<file path="src/sv/amx_pkg.sv">
// Shared types, constants and helpers for the accumulator machine executor.
package amx_pkg;

  localparam int unsigned MEM_DEPTH_DEF = 128;
  localparam int unsigned OQ_DEPTH      = 3;
  localparam int unsigned OQ_PW         = 2;
  localparam int unsigned OQ_CW         = 2;

  typedef enum logic [3:0] {
    OP_SET   = 4'd0,
    OP_LDR   = 4'd1,
    OP_ADD1  = 4'd2,
    OP_ADD2  = 4'd3,
    OP_ADD3  = 4'd4,
    OP_INC   = 4'd5,
    OP_DEC   = 4'd6,
    OP_STR   = 4'd7,
    OP_SHW   = 4'd8,
    OP_END   = 4'd9,
    OP_PAUSE = 4'd10
  } op_e;

  localparam logic [1:0] SEL_MEM  = 2'd0;
  localparam logic [1:0] SEL_ACC  = 2'd1;
  localparam logic [1:0] SEL_AREG = 2'd2;

  // reduce a 7-bit address into the memory range by repeated subtraction
  function automatic logic [6:0] slot_f(input logic [6:0] addr, input int unsigned depth);
    logic [6:0] v;
    v = addr;
    for (int i = 0; i < 8; i++) begin
      if (32'(v) >= depth) begin
        v = v - 7'(depth);
      end
    end
    return v;
  endfunction

endpackage

</file>
<file path="src/sv/amx_wmem.sv">
// Word memory: two registered read ports, one write port, clear sweep after reset.
module amx_wmem
  import amx_pkg::*;
#(
  parameter int unsigned MEM_DEPTH = MEM_DEPTH_DEF,
  parameter int unsigned AW        = $clog2(MEM_DEPTH)
) (
  input  logic          clk_i,
  input  logic          rst_ni,
  input  logic          we_i,
  input  logic [AW-1:0] waddr_i,
  input  logic [31:0]   wdata_i,
  input  logic [AW-1:0] raddr_a_i,
  input  logic [AW-1:0] raddr_b_i,
  output logic [31:0]   rdata_a_o,
  output logic [31:0]   rdata_b_o,
  output logic          busy_o
);

  logic [31:0]   mem [MEM_DEPTH];
  logic          clr_q, clr_d;
  logic [AW-1:0] clr_addr_q, clr_addr_d;
  logic          wr_en;
  logic [AW-1:0] wr_addr;
  logic [31:0]   wr_data;

  always_comb begin
    clr_d      = clr_q;
    clr_addr_d = clr_addr_q;
    if (clr_q) begin
      clr_addr_d = clr_addr_q + AW'(1);
      if (32'(clr_addr_q) == MEM_DEPTH - 1) begin
        clr_d = 1'b0;
      end
    end
  end

  always_ff @(posedge clk_i or negedge rst_ni) begin
    if (!rst_ni) begin
      clr_q      <= 1'b1;
      clr_addr_q <= '0;
    end else begin
      clr_q      <= clr_d;
      clr_addr_q <= clr_addr_d;
    end
  end

  assign wr_en   = clr_q | we_i;
  assign wr_addr = clr_q ? clr_addr_q : waddr_i;
  assign wr_data = clr_q ? 32'd0 : wdata_i;

  always_ff @(posedge clk_i) begin
    if (wr_en) begin
      mem[wr_addr] <= wr_data;
    end
    rdata_a_o <= mem[raddr_a_i];
    rdata_b_o <= mem[raddr_b_i];
  end

  assign busy_o = clr_q;

endmodule

</file>
<file path="config.mk">
export PLATFORM = sky130hd
export DESIGN_NAME = amx_wmem
export DESIGN_NICKNAME = d
export VERILOG_FILES = /design/src/sv/amx_pkg.sv /design/src/sv/amx_wmem.sv
export SDC_FILE = /design/constraint.sdc
export NUM_CORES = 2
export LEC_CHECK = 0
export BUFFER_PORTS_ARGS = -buffer_cell sky130_fd_sc_hd__buf_2
export CORE_ASPECT_RATIO = 0.9
export CORE_MARGIN = 2
export CORE_UTILIZATION = 30
export DETAILED_ROUTE_END_ITERATION = 12
export HOLD_SLACK_MARGIN = 0.1
export PLACE_DENSITY = 0.53
export SLEW_MARGIN = 20
export SYNTH_ARGS = -nofsm -noshare
export SYNTH_HDL_FRONTEND = slang
export SYNTH_SLANG_ARGS = --single-unit
</file>
<file path="constraint.sdc">
create_clock -name clk_i -period 5.5 [get_ports clk_i]
set_input_delay 1.1 -clock clk_i [delete_from_list [all_inputs] [get_ports clk_i]]
set_output_delay 1.1 -clock clk_i [all_outputs]
set_load 0.03 [all_outputs]
</file>
-- Yosys cells after proc, flatten, opt, wreduce, memory -nomap -nowiden
Memories as Yosys holds them, arrays and structs flattened. A register that Yosys moved wholly into a read port is not among the register bits.
Index checks and enable logic that the tools add are counted.
W data, S select, Z words.
- flip-flop bits (word level): 8
- latch bits: 0
- RAM bits: 4096
- ROM bits: 0
- input port bits: 56
- memories kept: 1
- memories (memory ; depth ; width ; read ports ; clocked after Yosys merged registers in ; write ports ; line ; source):
    mem ; 128 ; 32 ; 2 ; 2 ; 1 ; amx_wmem.sv:20 ; logic [31:0] mem [MEM_DEPTH];
- add/subtract/negate cells: 1
- multiply operators: 0
- div/mod/pow operators: 0
- order comparisons: 0
- equality and inequality tests: 1
- shifts and indexed selects: 0
- muxes and demuxes: 6
- bitwise operators: 1
- reductions and logical operators: 0
- operators with widths (kind ; count):
    $mux W32 ; 1
    $add A7 B1 Y7 const B ; 1
    $eq A7 B7 Y1 const B ; 1
    $mux W7 ; 1
    $mux W1 ; 4
    $or A1 B1 Y1 ; 1

-- Longest topological paths before layout
- depth after elaboration: 3
- mapped depth: 8
- mapped depth without buffers: 4

-- Worst setup path after synthesis
Ideal clock, no wire load.
- path type: reg2reg
- start point: register clr_q (netlist: busy_o)
- end point: memory mem[0][25], data pin
- library setup time: 825 ps
- arrival: 4419 ps
- required time: 4675 ps
- path slack: 256 ps
- cell stages (with the launch flop): 6
- period minus slack after synthesis: 5244 ps
- path through: dfstp_2 clkbuf_1 clkbuf_1 buf_1 clkbuf_1 nor2b_1
- longest elaborated chain between the ends: 1
- ends and longest elaborated chain (item ; line ; source):
    start, declared ; amx_wmem.sv:21 ; logic clr_q, clr_d;
    start signal, assigned ; amx_wmem.sv:43 ; clr_q <= clr_d;
    $mux W32 ; amx_wmem.sv:50 ; assign wr_data = clr_q ? 32'd0 : wdata_i;
    named net wr_data[25] ; amx_wmem.sv:25 ; logic [31:0] wr_data;
    end, declared ; amx_wmem.sv:20 ;
The timed path passes the listed nets, and every way through them passes these cells.

-- Worst setup path after layout
- start point: register clr_q (netlist: busy_o)
- end point: memory mem[37][30], enable pin
- longest elaborated chain between the ends: 3
- elaborated cells on any way between the ends: 4
- ends and longest elaborated chain (item ; line ; source):
    $or A1 B1 Y1 ; amx_wmem.sv:48 ; assign wr_en = clr_q | we_i;
    $mux W1 ; amx_wmem.sv:53 ; if (wr_en) begin
    $mux W1 (implied by the code) ; amx_wmem.sv:54 ; mem[wr_addr] <= wr_data;
Parallel ways exist; a longest one is shown, timed or not.

==> results.cfg <==
[sta]
hold_violations = 0
min_period_ns = 4.155
slew_headroom_pct = 24.29
tightestPinTransition_ns = 1.133
skew_ns = 0.04624
fin_crit_sh_pct = 75.54
fin_tns_setup_ns = 0
drv_slew = 0
setup_viol = 0
worst_hold_slack_ns = 0.4836
rsz0062_at_grt = false
fmax_mhz = 240.7

[critical_path]
cp_top_family = simple AND/OR/NAND/NOR gates
cp-startpoint = busy_o
cp.required_ns = 6.12
cp.depth = 6
critical_path.endpoint_type = flip-flop
r2r-end = mem[37][30]
arrival_ns = 4.78
startpoint_type = flip-flop
timing.rr.start = busy_o
critPathSlowestCell = nor2_4
r2r_setup_slack_ns = 1.35
path_common_cell = buf_4
cp_max_fo = 24
slowest_delay_ns = 0.85
path_cells = nor3b_1 > o21ai_0 > buf_4 > nand2b_1 > nor2_4 > buf_4
r2r_cells = 6
critPathBufInv = 2
path_class = reg2reg

[route]
firstDrtPassIters = 6
antenna_left = 1
vias = 99040
drt_iter0_markers = 13040
routed_via_density = 5.801
wirelength_um = 648600
wl_per_cell_um = 37.99
drc = 0

[yosys]
synth.top_cell.area_share_pct = 64.92
synth.ff_latch_count = 4168
ys.flop_type = edfxtp_1
synth_area_leaders = edfxtp_1 65%, mux4_2 32%, clkbuf_1 0.77%
synth.avg_cell_area_um2 = 24.33
synthCells = 7787
netlist_top_cells_count = 4096 x edfxtp_1, 2688 x mux4_2, 387 x clkbuf_1, 134 x nor2_1, 114 x buf_2
synth_area_um2 = 189500
async_reset_ff_share_pct = 0.1919
synth_edf_count = 4096
synth_top_cell_by_area = edfxtp_1
ys_seq_area_share_pct = 65.70
ys_warn_count = 0
synth_most_common_cell = edfxtp_1
ys_types = 32
syn-num-nets = 7844

[global_routing]
grt_overflow = 0
busiest_layer = met2
grt_pass1_vias = 101500
antenna_found_initial = 67
grt_usage_pct = 19.99
use_met3_pct = 3.601
grt_first_pass_wirelength_um = 882600
use_met1_pct = 26.90
grt_use_met2_pct = 32.79
grt_start_max_net_pins = 129

[power_and_ir_drop]
p_per_area_nw_per_um2 = 327.6
ir_drop_mv = 0.2663
p_leak_nw = 66.70

[clocking]
clkSlewWorstSetupHoldPaths_ns = 0.06
cts_tree = built
cts_max_path_buffers = 4
cts_made_buffers = 449
htreeDepth = 5
postCtsSetupBuffers = 0
cts-root-buf = clkbuf_16
clock-sinks = 4168
clk_latency_ns = 1.05

[run]
drv_cap = 0

[floorplan]
fp.coreArea_um2 = 628500
start_util_pct = 30.14
die_w_um = 841.7
fp.dieArea_um2 = 637900
num_rows = 276
io_pins = 121
die_y_um = 757.9

[layout]
final_nets = 8322
drive_gt1_share_pct = 49.02
syn2layout_area_growth_pct = 16.68
fillers = 57100
finalInstanceArea_um2 = 221100

[hold_path]
hold_class = in2async

[placed_design]
routabilityCongestion = 0.8086
postPlaceCellArea_um2 = 205900
io_buffers = 120
place_hpwl_um = 383400

[run_status]
violations = antenna violations
status = finished with violations
report_power, final:
| part | switching (mW) | total [mW] | internal, mW | leakage [nW] |
|---|---|---|---|---|
| clock | 13.0 | 31.1 | 18.0 | 7.35 |
| sequential | 0.278 | 35.3 | 35.0 | 37.5 |
| combinational | 3.44 | 6.02 | 2.57 | 21.9 |
| total | 16.8 | 72.4 | 55.7 | 66.7 |
metal layers:
| layer | share of wire, % | vias to the layer above |
|---|---|---|
| met5 | 0.060 | - |
| met4 | 4.0 | 14 |
| met3 | 8.5 | 1058 |
| met2 | 49 | 5326 |
| met1 | 39 | 55930 |
| li1 | - | 36710 |
cells by family after synthesis:
group / after synthesis / share of synthesized area, %
DFF: 4168 / 65.70
adders and majority gates: 1 / 0.006603
xor gates and xnor gates: 6 / 0.02774
and+or+nand+nor: 215 / 0.4980
muxes: 2754 / 32.35
AOI/OAI and AO/OA: 15 / 0.05284
buffers and inverters: 628 / 1.365
state kept, by name, summed over array words and instances (netlist names):
signal and flops:
clr_addr_q 7, rdata_a_o 32, rdata_b_o 32, busy_o 1
mem 4096
through the flow:
stage / setup WS (ns) / util [%] / instances / total power, mW
finish: 1.345 / 35.17 / 17070 / 72.42
global route: 1.389 / 35.16 / 17050 / 74.28
CTS: 1.384 / 35.14 / 16990 / 72.96
detailed placement: 0.8016 / 32.76 / 16150 / 42.03
global placement: 0.7748 / 32.75 / 16150 / 41.97
floorplan: 0.2557 / - / 7787 / 39.48
timing repair:
item	CTS	global route
setup endpoints to repair	0	0
resized for setup	0	0
endpoints found under the hold margin	8	0
hold buffers	1	0
how the worst max path moves through the flow:
stage / endpoint / slack, ns
floorplan: mem[0][25] / 0.26
global placement: mem[109][12] / 0.77
detailed placement: rdata_b_o[26] / 0.80
CTS: busy_o / 1.38
global route: busy_o / 1.39
finish: mem[37][30] / 1.35
cell usage in the layout, fill, tap and decap left out, types with 3 or more instances in the layout:
cell type / synthesis / layout
clkinv_2: 0 / 99
nand2b_1: 6 / 6
o21ai_1: 0 / 4
nor2_1: 134 / 6
nor2_4: 0 / 128
clkbuf_1: 387 / 83
dfrtp_1: 7 / 7
buf_8: 0 / 6
xnor2_1: 4 / 4
inv_6: 0 / 9
buf_4: 19 / 319
clkbuf_16: 0 / 455
bufinv_16: 0 / 56
clkinv_8: 0 / 8
clkinvlp_4: 0 / 13
inv_16: 0 / 6
nand4_1: 3 / 3
clkbuf_8: 0 / 22
o21ai_0: 8 / 4
inv_1: 6 / 6
dfxtp_1: 64 / 63
nand3_2: 0 / 6
edfxtp_1: 4096 / 4096
buf_12: 0 / 210
buf_2: 114 / 108
mux2_2: 65 / 65
nand2_1: 23 / 23
mux4_2: 2688 / 2688
nand3_1: 12 / 6
clkinv_1: 0 / 83
diode_2: 0 / 83
nor2b_4: 0 / 32
layout make-up:
cell class | count | area, um^2 | area share (%)
sequential | 4168 | 124500 | 56.31
clock buffer | 558 | 11970 | 5.416
clock inverter | 279 | 3004 | 1.359
antenna | 83 | 207.7 | 0.09395
tap | 8340 | 10440 | 4.720
inverter | 6 | 22.52 | 0.01019
timing repair buffer | 649 | 7317 | 3.310
multi-input combinational | 2991 | 63620 | 28.78
No activity file was read; power rests on OpenSTA's default activity.
