[config.mk]
export PLATFORM = sky130hd
export DESIGN_NAME = amx_oq
export DESIGN_NICKNAME = d
export VERILOG_FILES = /design/src/sv/amx_pkg.sv /design/src/sv/amx_oq.sv
export SDC_FILE = /design/constraint.sdc
export NUM_CORES = 1
export LEC_CHECK = 0
export BUFFER_PORTS_ARGS = -buffer_cell sky130_fd_sc_hd__buf_2
export CAP_MARGIN = 20
export CORE_ASPECT_RATIO = 1.2
export CORE_MARGIN = 10
export CORE_UTILIZATION = 49
export DETAILED_ROUTE_END_ITERATION = 10
export MAX_ROUTING_LAYER = met4
export PLACE_DENSITY = 0.74
export SYNTH_ARGS = -nofsm -noshare
export SYNTH_HDL_FRONTEND = slang
export SYNTH_SLANG_ARGS = --single-unit
export TNS_END_PERCENT = 10
[constraint.sdc]
create_clock -name clk_i -period 2.99 [get_ports clk_i]
set_clock_uncertainty 0.05 [all_clocks]
set_input_delay 0 -clock clk_i [delete_from_list [all_inputs] [get_ports clk_i]]
set_output_delay 0 -clock clk_i [all_outputs]
set_load 0.01 [all_outputs]
[src/sv/amx_pkg.sv]
// Shared types, constants and helpers for the accumulator machine executor.
package amx_pkg;

  localparam int unsigned MEM_DEPTH_DEF = 128;
  localparam int unsigned OQ_DEPTH      = 3;
  localparam int unsigned OQ_PW         = 2;
  localparam int unsigned OQ_CW         = 2;

  typedef enum logic [3:0] {
    OP_SET   = 4'd0,
    OP_LDR   = 4'd1,
    OP_ADD1  = 4'd2,
    OP_ADD2  = 4'd3,
    OP_ADD3  = 4'd4,
    OP_INC   = 4'd5,
    OP_DEC   = 4'd6,
    OP_STR   = 4'd7,
    OP_SHW   = 4'd8,
    OP_END   = 4'd9,
    OP_PAUSE = 4'd10
  } op_e;

  localparam logic [1:0] SEL_MEM  = 2'd0;
  localparam logic [1:0] SEL_ACC  = 2'd1;
  localparam logic [1:0] SEL_AREG = 2'd2;

  // reduce a 7-bit address into the memory range by repeated subtraction
  function automatic logic [6:0] slot_f(input logic [6:0] addr, input int unsigned depth);
    logic [6:0] v;
    v = addr;
    for (int i = 0; i < 8; i++) begin
      if (32'(v) >= depth) begin
        v = v - 7'(depth);
      end
    end
    return v;
  endfunction

endpackage

[src/sv/amx_oq.sv]
// Output item queue of three entries feeding the master stream.
module amx_oq
  import amx_pkg::*;
(
  input  logic             clk_i,
  input  logic             rst_ni,
  input  logic             push_i,
  input  logic [31:0]      push_data_i,
  output logic [OQ_CW-1:0] count_o,
  output logic             m_axis_tvalid,
  input  logic             m_axis_tready,
  output logic [31:0]      m_axis_tdata
);

  logic [31:0]      entry [OQ_DEPTH];
  logic [OQ_PW-1:0] wr_ptr_q, wr_ptr_d;
  logic [OQ_PW-1:0] rd_ptr_q, rd_ptr_d;
  logic [OQ_CW-1:0] count_q, count_d;
  logic             pop;

  assign pop = m_axis_tvalid & m_axis_tready;

  always_comb begin
    wr_ptr_d = wr_ptr_q;
    rd_ptr_d = rd_ptr_q;
    count_d  = count_q;
    if (push_i) begin
      wr_ptr_d = (32'(wr_ptr_q) == OQ_DEPTH - 1) ? '0 : wr_ptr_q + OQ_PW'(1);
    end
    if (pop) begin
      rd_ptr_d = (32'(rd_ptr_q) == OQ_DEPTH - 1) ? '0 : rd_ptr_q + OQ_PW'(1);
    end
    if (push_i && !pop) begin
      count_d = count_q + OQ_CW'(1);
    end else if (pop && !push_i) begin
      count_d = count_q - OQ_CW'(1);
    end
  end

  always_ff @(posedge clk_i or negedge rst_ni) begin
    if (!rst_ni) begin
      wr_ptr_q <= '0;
      rd_ptr_q <= '0;
      count_q  <= '0;
    end else begin
      wr_ptr_q <= wr_ptr_d;
      rd_ptr_q <= rd_ptr_d;
      count_q  <= count_d;
    end
  end

  always_ff @(posedge clk_i) begin
    if (push_i) begin
      entry[wr_ptr_q] <= push_data_i;
    end
  end

  assign m_axis_tvalid = (count_q != '0);
  assign m_axis_tdata  = entry[rd_ptr_q];
  assign count_o       = count_q;

endmodule

# Word level (Yosys, flattened, before mapping)
# Memory sizes are Yosys's and may differ from the RTL's.
# Cells that the tools add are included.
# Widths: inputs -> output; s select.
word_totals:
  ff_bits: 6
  mem_bits_rw: 96
  in_bits: 36
  out_inout_bits: 35
  elab_cells: 23
  n_memories: 1
mem_list:
  columns: ["name", "depth", "width", "read_ports", "rd_clocked_by_memory_dff", "write_ports", "line", "rtl"]
  rows:
  - ["entry", 3, 32, 1, 0, 1, "amx_oq.sv:15", "logic [31:0] entry [OQ_DEPTH];"]
classes:
  n_addsub: 4
  eq_ne: 2
  n_mux: 6
  n_bitwise: 1
  n_reduce_logical: 6
ops:
  columns: ["cell", "n"]
  rows:
  - ["$mux 2", 4]
  - ["$add 2x1->2 const B", 3]
  - ["$eq 2x2->1 const B", 2]
  - ["$reduce_bool 2->1", 2]
  - ["$logic_and 1x1->1", 2]
  - ["$logic_not 1->1", 2]
  - ["$mux 1", 2]
  - ["$sub 2x1->2 const B", 1]
  - ["$and 1x1->1", 1]

# Longest topological paths before layout
depth:
  ltp_word: 5
  depth_mapped: 5

# Worst setup path before layout
# OpenSTA, ideal clock, no wires.
synth_timing:
  path_type: "register -> register"
  start: "reg wr_ptr_q[0]"
  end: "mem entry[2][0], enable pin"
  setup_ns: 0.468
  arrival_time_ns: 2.801
  required_time_ns: 2.472
  slack_ns: -0.329
  stages_incl_launch_ff: 2
  n_path_buf: 0
  period_less_slack_ns: 3.319
  cell_sequence: "dfrtp_1 > nor3b_1"
synth_rtl:
  columns: ["item", "line", "rtl"]
  rows:
  - ["start, declared", "amx_oq.sv:16", "logic [OQ_PW-1:0] wr_ptr_q, wr_ptr_d;"]
  - ["start signal, assigned", "amx_oq.sv:46", "wr_ptr_q <= wr_ptr_d;"]
  - ["end, declared", "amx_oq.sv:15", null]
# No word-level cell before the write port.

# Worst setup path in the final report
layout_timing:
  start: "reg rd_ptr_q[0]"
  end: "out m_axis_tdata[12]"
layout_via:
  elab_chain_len: 1
layout_lines:
  columns: ["item", "line", "rtl"]
  rows:
  - ["start, declared", "amx_oq.sv:17", "logic [OQ_PW-1:0] rd_ptr_q, rd_ptr_d;"]
  - ["start signal, assigned", "amx_oq.sv:47", "rd_ptr_q <= rd_ptr_d;"]
  - ["$mem_v2 3x32", null, null]
  - ["end, declared", "amx_oq.sv:12", "output logic [31:0] m_axis_tdata"]
# Every way passes these cells.

==> summary.md <==
| Metric | Value |
|---|---|
| Comb power frac | `0.310` |
| Overall power of the completed layout | `4.177 mW` |
| Top fanout value on the critical path | `35` |
| Total placed cells including tap cells | `383` |
| Chip Height | `117.3 µm` |
| Share of total power in sequential cells | `0.489` |
| Detailed router's first-iteration violation count | `87` |
| Synthesis-stage register bit count | `102` |
| Antenna-violating nets left | `0` |
| Data required time of the critical path | `2940 ps` |
| Average footprint of a synthesized cell | `16.94 µm²` |
| Status | `completed` |
| DRC violation count after routing | `0` |
| Antenna violations before repair | `0` |
| Area growth syn-to-layout | `25.72%` |
| Leakage power figure | `1.824 nW` |
| Number of global-route vias before repair | `2246` |
| Largest cells by area after synthesis | `sky130_fd_sc_hd__edfxtp_1 75%, sky130_fd_sc_hd__mux2i_1 8.3%, sky130_fd_sc_hd__dfrtp_1 3.9%, sky130_fd_sc_hd__o21ai_1 3.6%, sky130_fd_sc_hd__nand2_1 3.3%` |
| Quantity of I/O buffers inserted on ports | `70` |
| Maximum number of pins on one net before global-route repair | `68` |
| Final clock period utilization by the worst path | `0.6734` |
| Combined area of all synthesized cells | `3862 µm²` |
| Fmax | `496.6 MHz` |
| Register area share after synthesis | `0.7852` |
| Internal power component | `2.808 mW` |
| Ant diodes | `0` |
| Worst setup slack for register-to-register paths | `1260 ps` |
| Slowest Stage Delay on Critical Path | `1030 ps` |
| Clk sinks | `102` |
| Critical R2R Launch | `wr_ptr_q[0]` |
| Clock latency on the worst-skew pair | `350 ps` |
| Fraction of final layout cells with drive strength greater than 1 | `0.2791` |
| GPL Wtd Cong | `0.7288` |
| Max Transition Viols Final | `0` |
| Path type of the worst setup path | `reg -> out` |
| Clock root cell | `sky130_fd_sc_hd__clkbuf_8` |
| Max-capacitance violation count | `0` |
| Classification of the worst-slack hold path | `in -> reg` |
| Total track usage | `0.1242` |
| IO Count | `71` |
| Cells on worst reg2reg path | `2` |
| Worst EP arrival | `1960 ps` |
| Fraction of synthesized cell area taken by the top area cell type | `0.7464` |
| Slowest cell on crit path | `sky130_fd_sc_hd__dfrtp_2` |
| Number of nets in the finished design | `376` |
| Router iterations before antenna repair | `4` |
| Initial core utilization | `0.5040` |
| Min Clock Period, post-route | `2014 ps` |
| Total congestion overflow | `0` |
| Max Buffers Root-to-Sink | `2` |
| Switching part of the total power | `0.3278` |
| Wire length of the first global-routing pass | `11000 µm` |
| End point of the critical path | `m_axis_tdata[12]` |
| Non-filler cells, final | `436` |
| Horizontal extent of the die | `101.1 µm` |
| Critical path launch point | `rd_ptr_q[0]` |
| Worst R2R End | `entry[1][22]` |
| CTS tree | `built` |
| Switching pwr | `1.370 mW` |
| Setup repair after global routing missed its margin | `false` |
| Finish-stage setup viols | `0` |
| Floorplan row count | `35` |
| Number of hold violations in the final report | `0` |
| Worst relative slew slack | `0.3244` |
| Clock slew seen by the registers of the worst setup and hold paths | `100 ps` |
| Startpoint class of the critical path | `flip-flop` |
| Transition time at the pin with the least slew margin | `1013 ps` |
| Post-Syn Nets | `265` |
| Count of warnings emitted by yosys | `0` |
| Library cell occupying the most area in the post-synthesis netlist | `sky130_fd_sc_hd__edfxtp_1` |
| Core Box Area | `7664 µm²` |
| Total Wirelength | `7066 µm` |
| Number of unique standard cell types used by synthesis | `22` |
| Synthesized instance count | `228` |
| H-tree Lvls | `3` |
| DP Wirelength | `4529 µm` |
| Crit-path cells | `mux2i_1 -> o21ai_1 -> buf_2` |
| Post-cts gate resize count | `0` |
| Maximum vdd ir drop | `0.4808 mV` |
| Wire length per cell | `16.21 µm` |
| Die outline area | `11850 µm²` |
| PD cells | `860.3 nW/µm²` |
| Share of total power in the clock network | `0.201` |
| Via-to-Cell Ratio | `5.034` |
| CP Capture Type | `primary output` |
| Post-Route Utilization | `0.6336` |
| Routed vias | `2195` |
| Cts bufs inserted | `9` |
==> cells in the final DEF (no fill, tap or decap) <==
| master | instances |
|---|---|
| sky130_fd_sc_hd__nand2b_1 | 1 |
| sky130_fd_sc_hd__buf_4 | 4 |
| sky130_fd_sc_hd__buf_12 | 1 |
| sky130_fd_sc_hd__clkinvlp_4 | 2 |
| sky130_fd_sc_hd__nor2_1 | 1 |
| sky130_fd_sc_hd__clkinv_1 | 1 |
| sky130_fd_sc_hd__buf_2 | 70 |
| sky130_fd_sc_hd__edfxtp_1 | 96 |
| sky130_fd_sc_hd__o21ai_0 | 5 |
| sky130_fd_sc_hd__a21o_1 | 3 |
| sky130_fd_sc_hd__xor2_1 | 2 |
| sky130_fd_sc_hd__inv_6 | 1 |
| sky130_fd_sc_hd__clkbuf_1 | 1 |
| sky130_fd_sc_hd__or2_2 | 1 |
| sky130_fd_sc_hd__bufinv_16 | 1 |
| sky130_fd_sc_hd__nor2_4 | 1 |
| sky130_fd_sc_hd__ha_1 | 1 |
| sky130_fd_sc_hd__nand2_1 | 34 |
| sky130_fd_sc_hd__nor3_2 | 1 |
| sky130_fd_sc_hd__inv_1 | 1 |
| sky130_fd_sc_hd__mux2i_1 | 32 |
| sky130_fd_sc_hd__nor3_1 | 1 |
| sky130_fd_sc_hd__dlygate4sd3_1 | 36 |
| sky130_fd_sc_hd__o21ai_1 | 28 |
| sky130_fd_sc_hd__dfrtp_1 | 4 |
| sky130_fd_sc_hd__o21ai_2 | 1 |
| sky130_fd_sc_hd__clkbuf_8 | 9 |
| sky130_fd_sc_hd__xnor2_1 | 1 |
| sky130_fd_sc_hd__nor3b_4 | 1 |
| sky130_fd_sc_hd__dfrtp_2 | 2 |
| sky130_fd_sc_hd__inv_8 | 1 |
==> what timing repair did <==
action,4_1_cts,5_1_grt
setup buffers,0,0
hold buffers,36,0
hold endpoints to repair,105,0
==> through the flow <==
step / setup TNS [ps] / cell area [µm²] / hold slack [ps] / setup slack [ps]
2_1_floorplan: -7299 / 3867 / -345.6 / -228.1
5_1_grt: 0 / 4856 / 324.3 / 812.6
6_report: 0 / 4856 / 326.7 / 976.4
3_3_place_gp: 0 / 4279 / -216.0 / 1252
3_5_place_dp: 0 / 4279 / -211.2 / 1245
4_1_cts: 0 / 4836 / 312.7 / 897.8
==> cells in the mapped netlist (all sizes together) <==
library cell  number
a21o               3
buf                8
clkbuf             3
dfrtp              6
edfxtp            96
ha                 1
inv                1
mux2i             32
nand2             34
nand2b             1
nor2               2
nor3               2
nor3b              1
o21ai             34
or2                1
xnor2              1
xor2               2
==> flip-flops by register name, summed over array words and instances (netlist names) <==
signal and cells:
rd_ptr_q 2, entry 96, wr_ptr_q 2, count_o 2
==> cell type report <==
cell class                      count  area (µm²)
Timing Repair Buffer              111       760.7
Sequential cell                   102        3035
Tap cell                           92       115.1
Clock buffer                       10       127.6
Inverter                            1       3.754
Multi-Input combinational cell    114       744.5
Fill cell                         533        2808
Clock inverter                      6       68.82
==> metal layers <==
layer | GRT usage | part of all wire | routed length, µm | vias up
li1 | - | - | - | 1074
met1 | 0.1322 | 0.40 | 2793 | 1051
met2 | 0.2123 | 0.54 | 3813 | 49
met3 | 0.02231 | 0.032 | 226 | 21
met4 | 0.07256 | 0.033 | 233 | 0
met5 | - | 0 | 0 | -
==> worst min-delay path by stage <==
stage,startpoint,end,slack [ps],cells after the start
6_report,push_data_i[27],entry[2][27],330,2
5_1_grt,push_data_i[24],entry[2][24],320,2
4_1_cts,push_data_i[14],entry[2][14],310,2
3_5_place_dp,rst_ni,count_o[1],-210,1
3_3_place_gp,rst_ni,count_o[1],-220,1
2_1_floorplan,rst_ni,count_o[0],-350,0
==> cell families after synthesis <==
family / count (synthesis) / share of synthesized area
xor gates and xnor gates: 3 / 0.006804
adders and majority gates: 1 / 0.003239
muxes: 32 / 0.08293
DFF: 102 / 0.7852
buffers and inverters: 12 / 0.02818
AOI/OAI and AO/OA: 37 / 0.05086
and+or+nand+nor: 41 / 0.04276
==> power groups by stage <==
| stage | combinational (mW) | sequential, mW | clock (mW) |
|---|---|---|---|
| final | 1.29 | 2.04 | 0.841 |
| after global routing | 1.44 | 2.08 | 0.909 |
| after CTS | 1.19 | 2.16 | 0.868 |
| after detailed placement | 1.15 | 2.19 | 0 |
| after global placement | 1.13 | 2.17 | 0 |
| after floorplan | 0.954 | 1.95 | 0 |
==> worst max-delay path: cells and delay by family (launching register included) <==
kind            cells  cell delay [ps]
buf+inv             1              170
flops               1             1030
mux                 1              170
compound gates      1              230
Note: power is estimated with default switching activity, not from simulation.
